**src/rtl/core/gbga_pkg.sv**
```systemverilog
// ----------------------------------------------------------------------------
// gbga_pkg
// Shared types and constants of the GB2312 glyph address generator.
// ----------------------------------------------------------------------------
package gbga_pkg;

  // Default depth of the command queue between front and back
  localparam int unsigned QUEUE_DEPTH = 2;

  // Byte classes
  localparam logic [7:0] LEAD_LO  = 8'hB0;
  localparam logic [7:0] LEAD_HI  = 8'hF7;
  localparam logic [7:0] TRAIL_LO = 8'hA1;
  localparam logic [7:0] ASCII_LO = 8'h20;
  localparam logic [7:0] ASCII_HI = 8'h7E;

  // Font ROM layout
  localparam logic [12:0] ROW_CELLS  = 13'd94;
  localparam logic [12:0] HANZI_BASE = 13'd846;
  localparam logic [17:0] ASCII_BASE = 18'h3B7C0;

  // Column advance per glyph
  localparam logic [7:0] HANZI_ADVANCE = 8'd16;
  localparam logic [7:0] ASCII_ADVANCE = 8'd8;

  // Configuration port
  localparam int unsigned CFG_IDX_W  = 1;
  localparam int unsigned CFG_DATA_W = 8;

  typedef enum logic [CFG_IDX_W-1:0] {
    CFG_START_PAGE   = 1'b0,
    CFG_START_COLUMN = 1'b1
  } cfg_idx_t;

  localparam logic [3:0] START_PAGE_RST   = 4'd1;
  localparam logic [7:0] START_COLUMN_RST = 8'd1;

  // One classified glyph, front to back
  typedef struct packed {
    logic       wide;       // 1 = 16x16 hanzi
    logic [6:0] lead_off;   // lead - 0xB0 (hanzi only)
    logic [6:0] glyph_off;  // trail - 0xA1, or char - 0x20
    logic [3:0] page;
    logic [7:0] column;
  } glyph_cmd_t;

endpackage

```
**src/rtl/core/gbga_front.sv**
```systemverilog
// ----------------------------------------------------------------------------
// gbga_front
// Accepts text bytes, tracks the held lead byte and the column, and pushes
// one classified glyph word per drawable byte.
// ----------------------------------------------------------------------------
module gbga_front (
  input  logic                                clk,
  input  logic                                rst_n,
  input  logic                                in_valid,
  input  logic                                in_stall,
  input  logic [7:0]                          in_text_byte,
  input  logic                                cfg_we,
  input  logic [gbga_pkg::CFG_IDX_W-1:0]      cfg_index,
  input  logic [gbga_pkg::CFG_DATA_W-1:0]     cfg_data,
  output logic                                push,
  output gbga_pkg::glyph_cmd_t                cmd
);

  logic [3:0] start_page_r, start_page_nxt;
  logic [7:0] start_col_r, start_col_nxt;
  logic [7:0] col_r, col_nxt;
  logic [6:0] held_off_r, held_off_nxt;
  logic       lead_valid_r, lead_valid_nxt;

  logic accept;
  logic is_trail, is_lead, is_ascii;

  assign accept   = in_valid && !in_stall;
  assign is_trail = in_text_byte >= gbga_pkg::TRAIL_LO;
  assign is_lead  = (in_text_byte >= gbga_pkg::LEAD_LO) && (in_text_byte <= gbga_pkg::LEAD_HI);
  assign is_ascii = (in_text_byte >= gbga_pkg::ASCII_LO) &&
                    (in_text_byte <= gbga_pkg::ASCII_HI);

  // Classification and state update
  always_comb begin
    start_page_nxt = start_page_r;
    start_col_nxt  = start_col_r;
    col_nxt        = col_r;
    held_off_nxt   = held_off_r;
    lead_valid_nxt = lead_valid_r;
    push           = 1'b0;

    cmd.wide      = lead_valid_r && is_trail;
    cmd.lead_off  = held_off_r;
    cmd.glyph_off = cmd.wide ? 7'(in_text_byte - gbga_pkg::TRAIL_LO)
                             : 7'(in_text_byte - gbga_pkg::ASCII_LO);
    cmd.page      = start_page_r;
    cmd.column    = col_r;

    if (cfg_we) begin
      unique case (gbga_pkg::cfg_idx_t'(cfg_index))
        gbga_pkg::CFG_START_PAGE: begin
          start_page_nxt = cfg_data[3:0];
        end
        gbga_pkg::CFG_START_COLUMN: begin
          start_col_nxt = cfg_data;
          col_nxt       = cfg_data;
        end
        default: ;
      endcase
    end else if (accept) begin
      lead_valid_nxt = 1'b0;
      priority if (lead_valid_r && is_trail) begin
        push    = 1'b1;
        col_nxt = col_r + gbga_pkg::HANZI_ADVANCE;
      end else if (in_text_byte == 8'h00) begin
        // end of string
        col_nxt = start_col_r;
      end else if (is_lead) begin
        lead_valid_nxt = 1'b1;
        held_off_nxt   = 7'(in_text_byte - gbga_pkg::LEAD_LO);
      end else if (is_ascii) begin
        push    = 1'b1;
        col_nxt = col_r + gbga_pkg::ASCII_ADVANCE;
      end else begin
        // undrawable byte: skipped
      end
    end
  end

  // State registers
  always_ff @(posedge clk) begin
    if (!rst_n) begin
      start_page_r <= gbga_pkg::START_PAGE_RST;
      start_col_r  <= gbga_pkg::START_COLUMN_RST;
      col_r        <= gbga_pkg::START_COLUMN_RST;
      lead_valid_r <= 1'b0;
      held_off_r   <= '0;
    end else begin
      start_page_r <= start_page_nxt;
      start_col_r  <= start_col_nxt;
      col_r        <= col_nxt;
      lead_valid_r <= lead_valid_nxt;
      held_off_r   <= held_off_nxt;
    end
  end

`ifndef ASSERT_OFF
  a_push_on_accept: assert property (@(posedge clk) disable iff (!rst_n)
    push |-> accept)
    else $error("glyph pushed without an accepted byte");

  a_wide_needs_lead: assert property (@(posedge clk) disable iff (!rst_n)
    (push && cmd.wide) |-> lead_valid_r)
    else $error("hanzi glyph without a held lead");

  a_lead_from_byte: assert property (@(posedge clk) disable iff (!rst_n)
    $rose(lead_valid_r) |-> $past(accept))
    else $error("lead held without an accepted byte");
`endif

endmodule

```
**src/rtl/core/gbga_queue.sv**
```systemverilog
// ----------------------------------------------------------------------------
// gbga_queue
// Short register queue of glyph words between the front and the back.
// ----------------------------------------------------------------------------
module gbga_queue #(
  parameter int unsigned Depth = gbga_pkg::QUEUE_DEPTH
) (
  input  logic                 clk,
  input  logic                 rst_n,
  input  logic                 push,
  input  gbga_pkg::glyph_cmd_t push_data,
  input  logic                 pop,
  output logic                 full,
  output logic                 q_valid,
  output gbga_pkg::glyph_cmd_t q_data
);

  localparam int unsigned PtrW = (Depth > 1) ? $clog2(Depth) : 1;
  localparam int unsigned CntW = $clog2(Depth + 1);
  localparam logic [PtrW-1:0] LastPtr = PtrW'(Depth - 1);
  localparam logic [CntW-1:0] DepthCnt = CntW'(Depth);

  gbga_pkg::glyph_cmd_t mem_r [Depth];
  logic [PtrW-1:0] wr_ptr_r, wr_ptr_nxt;
  logic [PtrW-1:0] rd_ptr_r, rd_ptr_nxt;
  logic [CntW-1:0] count_r, count_nxt;
  logic wr_en, rd_en;

  assign full    = count_r == DepthCnt;
  assign q_valid = count_r != '0;
  assign q_data  = mem_r[rd_ptr_r];
  assign wr_en   = push && !full;
  assign rd_en   = pop && q_valid;

  // Pointer and fill count
  always_comb begin
    wr_ptr_nxt = wr_ptr_r;
    rd_ptr_nxt = rd_ptr_r;
    count_nxt  = count_r;
    if (wr_en) begin
      wr_ptr_nxt = (wr_ptr_r == LastPtr) ? '0 : wr_ptr_r + 1'b1;
    end
    if (rd_en) begin
      rd_ptr_nxt = (rd_ptr_r == LastPtr) ? '0 : rd_ptr_r + 1'b1;
    end
    unique case ({wr_en, rd_en})
      2'b10:   count_nxt = count_r + 1'b1;
      2'b01:   count_nxt = count_r - 1'b1;
      default: count_nxt = count_r;
    endcase
  end

  always_ff @(posedge clk) begin
    if (!rst_n) begin
      wr_ptr_r <= '0;
      rd_ptr_r <= '0;
      count_r  <= '0;
    end else begin
      wr_ptr_r <= wr_ptr_nxt;
      rd_ptr_r <= rd_ptr_nxt;
      count_r  <= count_nxt;
    end
  end

  // Storage, no reset
  always_ff @(posedge clk) begin
    if (wr_en) begin
      mem_r[wr_ptr_r] <= push_data;
    end
  end

`ifndef ASSERT_OFF
  a_count_bound: assert property (@(posedge clk) disable iff (!rst_n)
    count_r <= DepthCnt)
    else $error("queue count beyond depth");

  a_no_push_full: assert property (@(posedge clk) disable iff (!rst_n)
    push |-> !full)
    else $error("push into a full queue");

  a_count_up: assert property (@(posedge clk) disable iff (!rst_n)
    (wr_en && !rd_en) |=> (count_r == $past(count_r) + 1'b1))
    else $error("queue count did not advance on push");
`endif

endmodule

```
**src/rtl/core/gbga_back.sv**
```systemverilog
// ----------------------------------------------------------------------------
// gbga_back
// Pops glyph words, computes the font ROM address and holds the result in
// the output register.
// ----------------------------------------------------------------------------
module gbga_back (
  input  logic                 clk,
  input  logic                 rst_n,
  input  logic                 q_valid,
  input  gbga_pkg::glyph_cmd_t q_data,
  output logic                 pop,
  input  logic                 out_stall,
  output logic                 out_valid,
  output logic [17:0]          out_rom_address,
  output logic                 out_glyph_wide,
  output logic [3:0]           out_glyph_page,
  output logic [7:0]           out_glyph_column
);

  logic        out_valid_r, out_valid_nxt;
  logic [17:0] addr_r;
  logic        wide_r;
  logic [3:0]  page_r;
  logic [7:0]  column_r;

  logic [12:0] row_base;
  logic [12:0] glyph_idx;
  logic [17:0] addr_nxt;

  assign pop = q_valid && (!out_valid_r || !out_stall);

  // Address: hanzi glyph index * 32, or ASCII offset * 16 plus table base
  always_comb begin
    row_base  = 13'({6'd0, q_data.lead_off} * gbga_pkg::ROW_CELLS);
    glyph_idx = row_base + {6'd0, q_data.glyph_off} + gbga_pkg::HANZI_BASE;
    if (q_data.wide) begin
      addr_nxt = {glyph_idx, 5'd0};
    end else begin
      addr_nxt = {7'd0, q_data.glyph_off, 4'd0} + gbga_pkg::ASCII_BASE;
    end
  end

  // Output word valid
  always_comb begin
    out_valid_nxt = out_valid_r;
    if (pop) begin
      out_valid_nxt = 1'b1;
    end else if (!out_stall) begin
      out_valid_nxt = 1'b0;
    end
  end

  always_ff @(posedge clk) begin
    if (!rst_n) begin
      out_valid_r <= 1'b0;
    end else begin
      out_valid_r <= out_valid_nxt;
    end
  end

  always_ff @(posedge clk) begin
    if (pop) begin
      addr_r   <= addr_nxt;
      wide_r   <= q_data.wide;
      page_r   <= q_data.page;
      column_r <= q_data.column;
    end
  end

  assign out_valid        = out_valid_r;
  assign out_rom_address  = addr_r;
  assign out_glyph_wide   = wide_r;
  assign out_glyph_page   = page_r;
  assign out_glyph_column = column_r;

endmodule

```
**src/rtl/core/gb2312_glyph_address_gen.sv**
```systemverilog
// ----------------------------------------------------------------------------
// gb2312_glyph_address_gen
// GB2312 / ASCII text byte stream to font ROM glyph descriptors.
// ----------------------------------------------------------------------------
// One text byte is taken per clock while in_stall is low. The front classifies
// a byte in the accepting cycle; a hanzi word (on its trail byte) or an ASCII
// word is then registered in the command queue, and from there passes the back
// address stage into the output register. The command queue (QueueDepth words)
// lets the front keep taking bytes while a result waits on out_stall; in_stall
// rises only when that queue is full. Lead bytes, end-of-string zeros and
// undrawable bytes produce no word.
module gb2312_glyph_address_gen #(
  parameter int unsigned QueueDepth = gbga_pkg::QUEUE_DEPTH
) (
  input  logic                            clk,
  input  logic                            rst_n,
  input  logic                            in_valid,
  output logic                            in_stall,
  input  logic [7:0]                      in_text_byte,
  output logic                            out_valid,
  input  logic                            out_stall,
  output logic [17:0]                     out_rom_address,
  output logic                            out_glyph_wide,
  output logic [3:0]                      out_glyph_page,
  output logic [7:0]                      out_glyph_column,
  input  logic                            cfg_we,
  input  logic [gbga_pkg::CFG_IDX_W-1:0]  cfg_index,
  input  logic [gbga_pkg::CFG_DATA_W-1:0] cfg_data
);

  logic                 push;
  gbga_pkg::glyph_cmd_t push_data;
  logic                 q_full;
  logic                 q_valid;
  gbga_pkg::glyph_cmd_t q_data;
  logic                 pop;

  assign in_stall = q_full;

  // Front: classify bytes
  gbga_front u_front (
    .clk          (clk),
    .rst_n        (rst_n),
    .in_valid     (in_valid),
    .in_stall     (in_stall),
    .in_text_byte (in_text_byte),
    .cfg_we       (cfg_we),
    .cfg_index    (cfg_index),
    .cfg_data     (cfg_data),
    .push         (push),
    .cmd          (push_data)
  );

  // Queue between front and back
  gbga_queue #(
    .Depth (QueueDepth)
  ) u_queue (
    .clk       (clk),
    .rst_n     (rst_n),
    .push      (push),
    .push_data (push_data),
    .pop       (pop),
    .full      (q_full),
    .q_valid   (q_valid),
    .q_data    (q_data)
  );

  // Back: address and output register
  gbga_back u_back (
    .clk              (clk),
    .rst_n            (rst_n),
    .q_valid          (q_valid),
    .q_data           (q_data),
    .pop              (pop),
    .out_stall        (out_stall),
    .out_valid        (out_valid),
    .out_rom_address  (out_rom_address),
    .out_glyph_wide   (out_glyph_wide),
    .out_glyph_page   (out_glyph_page),
    .out_glyph_column (out_glyph_column)
  );

endmodule

```
**config.mk**
```make
export PLATFORM = sky130hd
export DESIGN_NAME = gb2312_glyph_address_gen
export DESIGN_NICKNAME = d
export VERILOG_FILES = /design/src/rtl/core/gbga_pkg.sv /design/src/rtl/core/gbga_front.sv /design/src/rtl/core/gbga_queue.sv /design/src/rtl/core/gbga_back.sv /design/src/rtl/core/gb2312_glyph_address_gen.sv
export SDC_FILE = /design/constraint.sdc
export NUM_CORES = 1
export LEC_CHECK = 0
export ABC_CLOCK_PERIOD_IN_PS = 7200
export BUFFER_PORTS_ARGS = -buffer_cell sky130_fd_sc_hd__buf_2
export CAP_MARGIN = 10
export CORE_UTILIZATION = 55
export CTS_CLUSTER_DIAMETER = 100
export DETAILED_ROUTE_END_ITERATION = 8
export PLACE_DENSITY = 0.83
export REMOVE_ABC_BUFFERS = 1
export SLEW_MARGIN = 20
export SYNTH_ARGS = -nofsm -noshare
export SYNTH_HDL_FRONTEND = slang
export SYNTH_SLANG_ARGS = --single-unit
export TNS_END_PERCENT = 5
```
**constraint.sdc**
```tcl
create_clock -name clk -period 7.2 [get_ports clk]
set_input_delay 0.36 -clock clk [delete_from_list [all_inputs] [get_ports clk]]
set_output_delay 0.36 -clock clk [all_outputs]
set_load 0.01 [all_outputs]
```
* Yosys cells after proc, flatten, opt, wreduce, memory -nomap -nowiden
Memory sizes are Yosys's and may differ from the RTL's. A register that Yosys moved wholly into a read port is not among the register bits.
Cells that the tools add are included.
** Word-level totals
- Register bits :: 64
- Latch bits :: 0
- Memory bits (writable) :: 54
- Bits in read-only memories :: 0
- Input port bits :: 22
- Output and inout port bits :: 33
- Logic and storage cells :: 91
- Memories kept :: 1
** Cells by class
- Add/sub/neg operators :: 12
- Multiply operators :: 1
- Divide/modulo/power cells :: 0
- Order comparisons :: 5
- Equal/unequal tests :: 6
- Shift-type cells :: 0
- Mux-type cells :: 27
- Bitwise logic cells :: 4
- Reductions and logical operators :: 21
** Memories
- u_queue.mem_r :: words 2, width 27, rd ports 1, clocked after memory_dff 1, write ports 1, line gbga_queue.sv:23 : gbga_pkg::glyph_cmd_t mem_r [Depth];
** Operator list (number)
- $mux W8 :: 7
- $sub A7 B6 Y7 const B :: 3
- $mux W18 :: 1
- $add A12 B16 Y17 const B :: 1
- $mux W1 :: 17
- $ge A8 B8 Y1 const B :: 2
- $add A13 B10 Y13 const B :: 1
- $add A13 B7 Y13 :: 1
- $mul A7 B6 Y12 const B :: 1
- $add A8 B4 Y8 const B :: 1
- $add A8 B5 Y8 const B :: 1
- $ge A8 B6 Y1 const B :: 1
- $le A8 B7 Y1 const B :: 1
- $le A8 B8 Y1 const B :: 1
- $logic_not A8 Y1 :: 1
- $logic_and A1 B1 Y1 :: 7
- $mux W7 :: 1
- $reduce_and A2 Y1 :: 3
- $reduce_bool A2 Y1 :: 3
- $reduce_and A5 Y1 :: 1
- $eq A2 B2 Y1 const B :: 2
- $ne A2 B1 Y1 const B :: 2
- $ne A4 B3 Y1 const B :: 1
- $not A1 Y1 :: 4
- 9 further kinds :: 12

* Logic depth before layout (Yosys ltp)
Gate-level depths: netlist (run 1).
- Depth in word-level cells :: 11
- Gate-level depth with buffers :: 21
- Depth with buffers taken out :: 19

* By module
A second synthesis (run 1) with hierarchy kept.
** Unflattened totals
- Cells, all modules :: 539
- Area total of the unflattened synthesis :: 6269.8 µm²
** By module, submodules not included
- gbga_back :: instances 1, cells each 227, area each 2436.1 µm², sequential area each 830.8 µm²
- gbga_queue :: instances 1, cells each 110, area each 2179.6 µm², sequential area each 1721.7 µm²
- gbga_front :: instances 1, cells each 202, area each 1654.1 µm², sequential area each 560.5 µm²

* Worst setup path before layout (run 1)
Ideal clock, no wire load.
- Path kind :: reg-to-reg
- Start point :: register (tool-made name)
- End point :: register u_back.addr_r[17], in the netlist u_back.out_rom_address[17] (data pin)
- Library setup time :: 0.266 ns
- Data arrival time :: 5.318 ns
- Data required time :: 6.934 ns
- Slack :: 1.616 ns
- Cell stages (with the launch flop) :: 19
- Path buffers :: 2
- Period minus slack after synthesis :: 5.584 ns
- Cells stage by stage :: dfxtp_1 -> clkbuf_1 -> buf_1 -> mux2i_1 -> inv_1 -> ha_1 -> fa_1 -> inv_1 -> fa_1 -> inv_1 -> ha_1 -> and3_4 -> a2111oi_4 -> xor2_2 -> inv_2 -> ha_1 -> a31o_1 -> nand3_1 -> or3b_1
** RTL lines
- end signal, assigned :: line gbga_back.sv:63 : addr_r <= addr_nxt;
- end, declared :: line gbga_back.sv:21 : logic [17:0] addr_r;

==> results of run 1 <==
-- synth_stat cells, drive strengths merged (3+ instances only) --
cell | count | area, sq um
or3 | 3 | 18.8
dfxtp | 34 | 681
edfxtp | 81 | 2430
fa | 13 | 260
and3 | 5 | 41.3
xnor2 | 21 | 184
mux2i | 26 | 260
and2 | 3 | 18.8
xor2 | 10 | 103
a21oi | 34 | 170
nor3 | 6 | 30.0
inv | 55 | 206
nor2 | 37 | 139
o211ai | 5 | 37.5
nand2 | 39 | 146
mux2 | 16 | 180
a21o | 6 | 45.0
a31oi | 4 | 25.0
clkbuf | 7 | 26.3
nand3 | 14 | 70.1
buf | 12 | 65.1
o21ai | 16 | 80.1
ha | 50 | 626
a211oi | 5 | 37.5
nor2b | 3 | 18.8
-- through the flow --
step                cell area (sq um)  cells  utilization
floorplan                        6130    523            -
global placement                 6590    715        0.602
detailed placement               6590    715        0.602
CTS                              7210    747        0.659
global route                     7210    747        0.659
finish                           7210    747        0.659
-- worst max path at each step --
stage                                      end  slack (ps)  depth (start not counted)      from
detailed placement  u_back.out_rom_address[17]        1410                         17  register
floorplan           u_back.out_rom_address[17]        1710                         16  register
CTS                 u_back.out_rom_address[17]        1370                         17  register
global route        u_back.out_rom_address[17]        1100                         17  register
global placement    u_back.out_rom_address[17]        1620                         16  register
finish              u_back.out_rom_address[17]        1420                         17  register
-- worst max-delay path, delay by kind of cell, from the launching register on --
family	cells	cell delay [ps]
adder cells (fa/ha/maj)	5	2030
flip-flops	1	800
multiplexers	1	470
XOR/XNOR	1	270
AO/OA/AOI/OAI	2	580
buffers and inverters	5	760
AND/OR/NAND/NOR	3	630
-- flip-flops by register name, summed over array words and instances, names as in the netlist, named ones only --
register	count
u_back.out_rom_address	14
u_front.start_page_r	4
u_queue.rd_ptr_r	1
u_back.out_glyph_wide	1
u_front.col_r	8
u_front.start_col_r	8
u_back.out_glyph_column	8
u_back.out_valid	1
u_queue.count_r	2
u_queue.mem_r	54
u_front.lead_valid_r	1
u_back.out_glyph_page	4
u_front.held_off_r	7
u_queue.wr_ptr_r	1
-- cells by family (layout without fill, tap and decap cells) --
kind of cell             Yosys count  in the layout  share of synthesized area
XOR/XNOR                          31             31                     0.0461
multiplexers                      42             42                     0.0709
adder cells (fa/ha/maj)           63             63                      0.143
flip-flops                       115            115                      0.501
other                              1              4                   0.000604
AND/OR/NAND/NOR                  122            122                     0.0955
AO/OA/AOI/OAI                     90             90                     0.0945
buffers and inverters             75            140                     0.0485
-- cell usage in the layout, fill, tap and decap left out, drive strengths merged, types with 5 or more instances in the layout --
master / instances
a211oi: 5
ha: 50
dfxtp: 34
xor2: 10
inv: 56
o211ai: 5
fa: 13
xnor2: 21
buf: 52
and3: 5
nand3: 14
clkinv: 5
nor3: 6
mux2i: 26
clkbuf: 25
edfxtp: 81
nor2: 37
nand2: 39
a21o: 6
o21ai: 16
a21oi: 34
mux2: 16
-- layout make-up --
type	instances	area, sq um
Timing Repair Buffer	52	265
Fill cell	775	3730
Multi-Input combinational cell	352	2820
Inverter	56	210
Sequential cell	115	3110
Clock inverter	7	92.6
Clock buffer	25	528
Tap cell	140	175
-- per-layer routing --
| layer | track usage | share of wire | up-vias |
|---|---|---|---|
| li1 | - | - | 2013 |
| met1 | 0.289 | 0.43 | 2099 |
| met2 | 0.384 | 0.50 | 150 |
| met3 | 0.0657 | 0.053 | 26 |
| met4 | 0.0936 | 0.021 | 0 |
| met5 | 0 | 0 | - |
==> metrics.yaml, run 1 <==
run_status:
  outcome: "finished, final reports clean"
floorplan:
  die_w_microns: 108
  initial_core_util: 0.568
  die_h_microns: 108
  num_rows: 38
  io_pins: 55
  dieArea_sq_mm: 0.0117
  fp.coreArea_sq_mm: 0.0109
clock_tree:
  clock_path_buffers: 2
  cts-root-buf: "clkbuf_16"
  post_cts.repair.setup_buffers: 0
  tritoncts: "yes"
  htreeDepth: 4
  postCtsHoldBufs: 0
  clkSinkCount: 115
  worstSkewPairLatency_ps: 420
  cts_resized: 0
  numCtsBuffers: 17
  path_clk_slew_ps: 50
sta:
  setup_viol: 0
  fin_crit_sh: 0.803
  final.setup.worst_slack_ps: 1420
  fin_hold_ws_ps: 193
  fmax_mhz: 173
  finClkSkew_ps: 9.06
  finalCriticalPeriod_ps: 5780
  fin_setup_tns_ps: 0
  rsz0062_at_grt: "false"
  finalHoldViolCount: 0
  worst_slew_pin_slew_ps: 1120
  report.final.slew_viol_count: 0
  max_slew_margin: 0.253
worst_setup_path:
  cpPeakStageDelay_ps: 800
  crit_type: "register to register"
  reg2reg_slack_ps: 1420
  crit-reg2reg-capture: "u_back.out_rom_address[17]"
  cp.required_ps: 7360
  critPathMaxFanout: 16
  cp.arrival_ps: 5950
  path_cells: "buf_4 > mux2i_1 > inv_1 > ha_1 > inv_1 > fa_1 > fa_1 > inv_1 > ha_1 > and3_4 > a2111oi_4 > xor2_2 > inv_2 > ha_1 > a31o_1 > nand3_1 > or3b_1"
  r2r.worst_path.cells: 17
  critPathCaptureType: "register"
  crit_slowest_cell: "dfxtp_1"
  cp-start-kind: "register"
grt:
  grt_pass1_wl_microns: 20500
  grt_max_degree: 30
  first_global_vias: 4280
  grt_remaining_overflow: 0
  antenna_found_initial: 0
  grt_usage: 0.233
logic_synthesis:
  yosysSeqAreaShare: 0.501
  yosysUniqueCellTypes: 58
  yosysWarnings: 0
  syn_area_per_cell_sq_um: 11.5
  synth_edf_count: 81
  syn_area_sq_mm: 0.00621
  synthArstFlopShare: 0
  synth_ff_type: "edfxtp_1"
  netlist_instances: 539
  ys_ff_latch: 115
final_layout:
  n_antenna_cell: 0
  nets: 679
  areaGrowthSynthToFinish_pct: 16.0
  drive_gt1_frac: 0.183
detailed_routing:
  vias: 4288
  wl_per_cell_microns: 16.8
  wl_microns: 12600
  viasPerCell: 5.74
  drtIter0Drc: 221
  drt.antenna.violating_nets: 0
  dr.pass1.iters: 5
  drc: 0
placed_design:
  place_worst_setup_slack_ps: 1410
  hpwl_microns: 8220
  io_buffers: 50
  gp_congestion: 0.844
min_path:
  holdPathStages: 3
  holdCritStartpoint: "cfg_data[0]"
  worstHoldEndpoint: "u_front.start_col_r[0]"
  min_path_type: "input pin to register"
job:
  drv_cap: 0
Power of run 1 is not shown: default switching activity piles up to over one toggle a cycle in this logic, so the estimate is an artifact.
==> inputs of run 2 (changes only) <==
Settings changed: ABC_CLOCK_PERIOD_IN_PS 7200 to 5400.
Clock period 7.2 ns to 5.4 ns, I/O delays scaled along.
==> run 2 against run 1 <==
Compared with the run above:
- worst setup slack got worse by 1100 ps
- sequential cell count unchanged
- routed wire length increased by 1.6%
- clock skew increased by 0.92 ps
- count of clock-buffer cells in the layout decreased by 7
- worst hold slack got worse by 83 ps
- critical path depth decreased by 1
- cell area increased by 1.1%
- non-clock buffer count increased by 6
- via count increased by 0.91%
- die area unchanged
- register-to-register slack got worse by 1100 ps
==> metrics.yaml, run 2 (synthesized netlist as in run 1, its figures left out) <==
sta:
  setup_viol: 0  # unchanged
  final.setup.worst_slack_ps: 290  # -1130 ps
  fin_crit_sh: 0.946  # +0.143
  fin_setup_tns_ps: 0  # unchanged
  fin_hold_ws_ps: 110  # -83.0 ps
  worst_slew_pin_slew_ps: 1000  # -114 ps
  report.final.slew_viol_count: 0  # unchanged
  finalHoldViolCount: 0  # unchanged
  finalCriticalPeriod_ps: 5110  # -672 ps
  fmax_mhz: 196  # +13%
  finClkSkew_ps: 9.98  # +0.920 ps
  rsz0062_at_grt: "false"
  max_slew_margin: 0.327  # +0.0735
clock_tree:
  clock_path_buffers: 2  # unchanged
  postCtsHoldBufs: 0  # unchanged
  numCtsBuffers: 17  # unchanged
  worstSkewPairLatency_ps: 410  # about the same
  path_clk_slew_ps: 50  # about the same
  tritoncts: "yes"
  htreeDepth: 4  # unchanged
  clkSinkCount: 115  # unchanged
  cts-root-buf: "clkbuf_16"
run_status:
  outcome: "finished, final reports clean"
worst_setup_path:
  cp.required_ps: 5560  # -1800 ps
  critPathCaptureType: "register"
  crit_type: "register to register"
  critPathMaxFanout: 8  # -8
  cpPeakStageDelay_ps: 550  # -250 ps
  cp.arrival_ps: 5270  # -680 ps
  path_cells: "mux2i_1 > inv_1 > fa_1 > inv_1 > fa_1 > fa_1 > inv_1 > ha_1 > and3_4 > a2111oi_4 > xor2_2 > inv_2 > ha_1 > a31o_1 > nand3_1 > or3b_1"
  cp-start-kind: "register"
  crit_slowest_cell: "fa_1"
floorplan:
  die_w_microns: 108  # unchanged
  fp.coreArea_sq_mm: 0.0109  # unchanged
  num_rows: 38  # unchanged
  initial_core_util: 0.568  # unchanged
  die_h_microns: 108  # unchanged
  io_pins: 55  # unchanged
  dieArea_sq_mm: 0.0117  # unchanged
detailed_routing:
  dr.pass1.iters: 7  # +2
  wl_microns: 12800  # +1.6%
  drt.antenna.violating_nets: 0  # unchanged
  wl_per_cell_microns: 17.0  # +0.84%
  viasPerCell: 5.75  # +0.11%
  drtIter0Drc: 299  # +35%
  drc: 0  # unchanged
  vias: 4327  # +0.91%
final_layout:
  final_cell_mix: "edfxtp_1 (81), inv_1 (51), ha_1 (50), buf_2 (50), nand2_1 (39)"
  drive_gt1_frac: 0.192  # +0.00963
  fin_util: 0.666  # +0.00755
  n_antenna_cell: 0  # unchanged
  nFillCells: 759  # -2.1%
  layout_commonest_cell: "edfxtp_1"
  largest_reg_flops: 54  # unchanged
  areaGrowthSynthToFinish_pct: 17.3
  top_register: "u_queue.mem_r"
  nets: 685  # +0.88%
grt:
  use_met1: 0.290  # +0.000741
  first_global_vias: 4309  # +0.68%
  globalRoute.busiestLayer: "met2"
  grt_usage: 0.236  # +0.00271
  use_met3: 0.0669  # +0.00121
  use_met2: 0.384  # -0.000455
  grt_remaining_overflow: 0  # unchanged
  antenna_found_initial: 0  # unchanged
  grt_pass1_wl_microns: 20700  # +0.94%
  grt_max_degree: 30  # unchanged
job:
  drv_cap: 0  # unchanged
placed_design:
  place_worst_setup_slack_ps: 224  # -1190 ps
  io_buffers: 50  # unchanged
  hpwl_microns: 8310  # +1.0%
  gp_congestion: 0.843  # -0.21%
min_path:
  min_path_type: "input pin to register"
run 2: routing by layer:
layer	part of all wire	vias to the layer above
met5	0	-
met4	0.026	0
met3	0.058	42
met2	0.50	192
met1	0.42	2070
li1	-	2023
run 2: critical path: cells and delay by family, from the launching register on:
family | cells | cell delay, ps
AO/OA/AOI/OAI | 2 | 610
XOR/XNOR | 1 | 280
flip-flops | 1 | 430
adder cells (fa/ha/maj) | 5 | 2230
buffers and inverters | 4 | 370
multiplexers | 1 | 300
AND/OR/NAND/NOR | 3 | 630
run 2: worst paths after layout:
check | start | end | slack [ps] | cells past startpoint
worst max-delay path | register | u_back.out_rom_address[17] | 290 | 16
worst min-delay path | cfg_data[4] | u_front.start_col_r[4] | 110 | 3
worst max register to register | register | u_back.out_rom_address[17] | 290 | 16
worst min register to register | u_front.start_col_r[3] | u_front.start_col_r[3] | 450 | 2
run 2: final cells by class:
cell class                 count  area [sq um]  area share
multi-input combinational    352          2820       0.387
timing repair buffer          58           330      0.0453
clock inverter                14           208      0.0285
sequential                   115          3110       0.427
tap                          140           175      0.0240
inverter                      56           210      0.0288
clock buffer                  18           429      0.0589
run 2: stage by stage:
stage / instances / area [sq um]
2_1_floorplan: 523 / 6130
3_3_place_gp: 720 / 6620
3_5_place_dp: 720 / 6620
4_1_cts: 752 / 7260
5_1_grt: 753 / 7290
6_report: 753 / 7290
run 2: repair_timing:
item | CTS | global route
buffers inserted | 0 | 0
gates resized for setup | 0 | 1
endpoints found under the setup margin | 0 | 2
Power of run 2 is left out for the same reason.
==> inputs of run 3 (changes only) <==
Settings changed: ABC_CLOCK_PERIOD_IN_PS 5400 to 4950.
Clock period 5.4 ns to 4.95 ns, I/O delays scaled along.
==> run 3 against run 2 <==
Compared with the run above:
- critical path depth grew 2
- non-clock buffer count grew 4
- worst hold slack lost 24 ps
- maximum frequency grew 5.7%
- clock skew grew 2.1 ps
- core utilization grew 0.85 points
- count of clock-buffer cells in the layout shrank 1
- via count shrank 0.72%
- worst setup slack lost 180 ps
- sequential cell count is the same
==> metrics.yaml, run 3 (synthesized netlist as in run 1, its figures left out) <==
floorplan:
  num_rows: 38  # unchanged
  fp.coreArea_sq_mm: 0.0109  # unchanged
  dieArea_sq_mm: 0.0117  # unchanged
  io_pins: 55  # unchanged
  die_h_microns: 108  # unchanged
  die_w_microns: 108  # unchanged
  initial_core_util: 0.568  # unchanged
placed_design:
  io_buffers: 50  # unchanged
  hpwl_microns: 8080  # -2.7%
  gp_congestion: 0.840  # -0.33%
clock_tree:
  clkSinkCount: 115  # unchanged
  numCtsBuffers: 17  # unchanged
  worstSkewPairLatency_ps: 410  # about the same
  cts-root-buf: "clkbuf_16"
  tritoncts: "yes"
  htreeDepth: 4  # unchanged
  clock_path_buffers: 2  # unchanged
  path_clk_slew_ps: 60  # about the same
final_layout:
  layout_commonest_cell: "edfxtp_1"
  drive_gt1_frac: 0.222  # +0.0295
  largest_reg_flops: 54  # unchanged
  top_register: "u_queue.mem_r"
  final_cell_mix: "edfxtp_1 (81), inv_1 (50), buf_2 (50), ha_1 (46), nand2_1 (39)"
  n_antenna_cell: 0  # unchanged
  areaGrowthSynthToFinish_pct: 18.8
  nFillCells: 749  # -1.3%
  nets: 689  # +0.58%
sta:
  fmax_mhz: 207  # +5.7%
  report.final.slew_viol_count: 0  # unchanged
  worst_slew_pin_slew_ps: 1040  # +39.5 ps
  fin_hold_ws_ps: 85.6  # -24.4 ps
  setup_viol: 0  # unchanged
  finClkSkew_ps: 12.1  # +2.10 ps
  max_slew_margin: 0.300  # -0.0265
  finalHoldViolCount: 0  # unchanged
  fin_crit_sh: 0.977  # +0.0306
  finalCriticalPeriod_ps: 4840  # -274 ps
detailed_routing:
  wl_microns: 12700  # -0.99%
  drc: 0  # unchanged
  drtIter0Drc: 234  # -22%
  vias: 4296  # -0.72%
  dr.pass1.iters: 5  # -2
  viasPerCell: 5.68  # -1.2%
  wl_per_cell_microns: 16.7  # -1.5%
  drt.antenna.violating_nets: 0  # unchanged
grt:
  grt_pass1_wl_microns: 19900  # -3.9%
  grt_remaining_overflow: 0  # unchanged
  first_global_vias: 4209  # -2.3%
  grt_usage: 0.227  # -0.00829
  grt_max_degree: 30  # unchanged
  antenna_found_initial: 0  # unchanged
worst_setup_path:
  cp-start-kind: "register"
  crit_type: "register to register"
  critPathMaxFanout: 8  # unchanged
  cp.arrival_ps: 4990  # -280 ps
  critPathCaptureType: "register"
  cp.required_ps: 5110  # -450 ps
run_status:
  outcome: "finished, final reports clean"
job:
  drv_cap: 0  # unchanged
min_path:
  min_path_type: "input pin to register"
run 3: cell type report:
type | instances | area (sq um) | share of cell area
Sequential cell | 115 | 3120 | 0.422
Multi-Input combinational cell | 352 | 2910 | 0.395
Clock buffer | 17 | 425 | 0.0576
Timing Repair Buffer | 62 | 360 | 0.0488
Inverter | 56 | 210 | 0.0285
Clock inverter | 15 | 179 | 0.0242
Tap cell | 140 | 175 | 0.0237
run 3: worst max-delay path, stage by stage, from the launching register on:
cell,delay (ps)
dfxtp_4,400
buf_4,170
mux2i_2,150
buf_4,150
fa_1,530
inv_1,40
ha_1,190
fa_1,520
ha_1,320
a21o_1,210
a21oi_1,240
xnor2_1,180
ha_1,320
nand3_1,110
and2_1,190
o2111ai_4,160
a31o_1,270
nand3_1,100
or3b_1,340
run 3: final timing paths:
path | start | end | slack, ps | cells after the start
min reg2reg | u_front.start_col_r[3] | u_front.start_col_r[3] | 450 | 2
max reg2reg | register | u_back.out_rom_address[17] | 110 | 18
min | cfg_data[4] | u_front.start_col_r[4] | 90 | 3
max | register | u_back.out_rom_address[17] | 110 | 18
run 3: routing by layer:
metal	vias up	wire length (microns)	GRT usage
met3	25	737	0.0675
li1	2044	-	-
met4	0	244	0.108
met5	-	0	0
met1	2072	5260	0.276
met2	155	6420	0.371
run 3: repair_timing:
| item | 4_1_cts | 5_1_grt |
|---|---|---|
| hold endpoints to repair | 0 | 0 |
| pin swaps | 0 | 3 |
| resized for setup | 2 | 16 |
| hold buffers | 0 | 0 |
| setup buffers | 0 | 1 |
| setup endpoints to repair | 2 | 2 |
run 3: through the flow:
step | TNS [ps] | util | cells | worst slack [ps] | cell area, sq um
2_1_floorplan | -1090 | - | 523 | -544 | 6130
3_3_place_gp | 0 | 0.608 | 723 | 43.2 | 6650
3_5_place_dp | -166 | 0.608 | 723 | -110 | 6650
4_1_cts | 0 | 0.663 | 755 | 15.6 | 7250
5_1_grt | -71.6 | 0.675 | 757 | -71.6 | 7380
6_report | 0 | 0.675 | 757 | 114 | 7380
Power of run 3 is left out for the same reason.
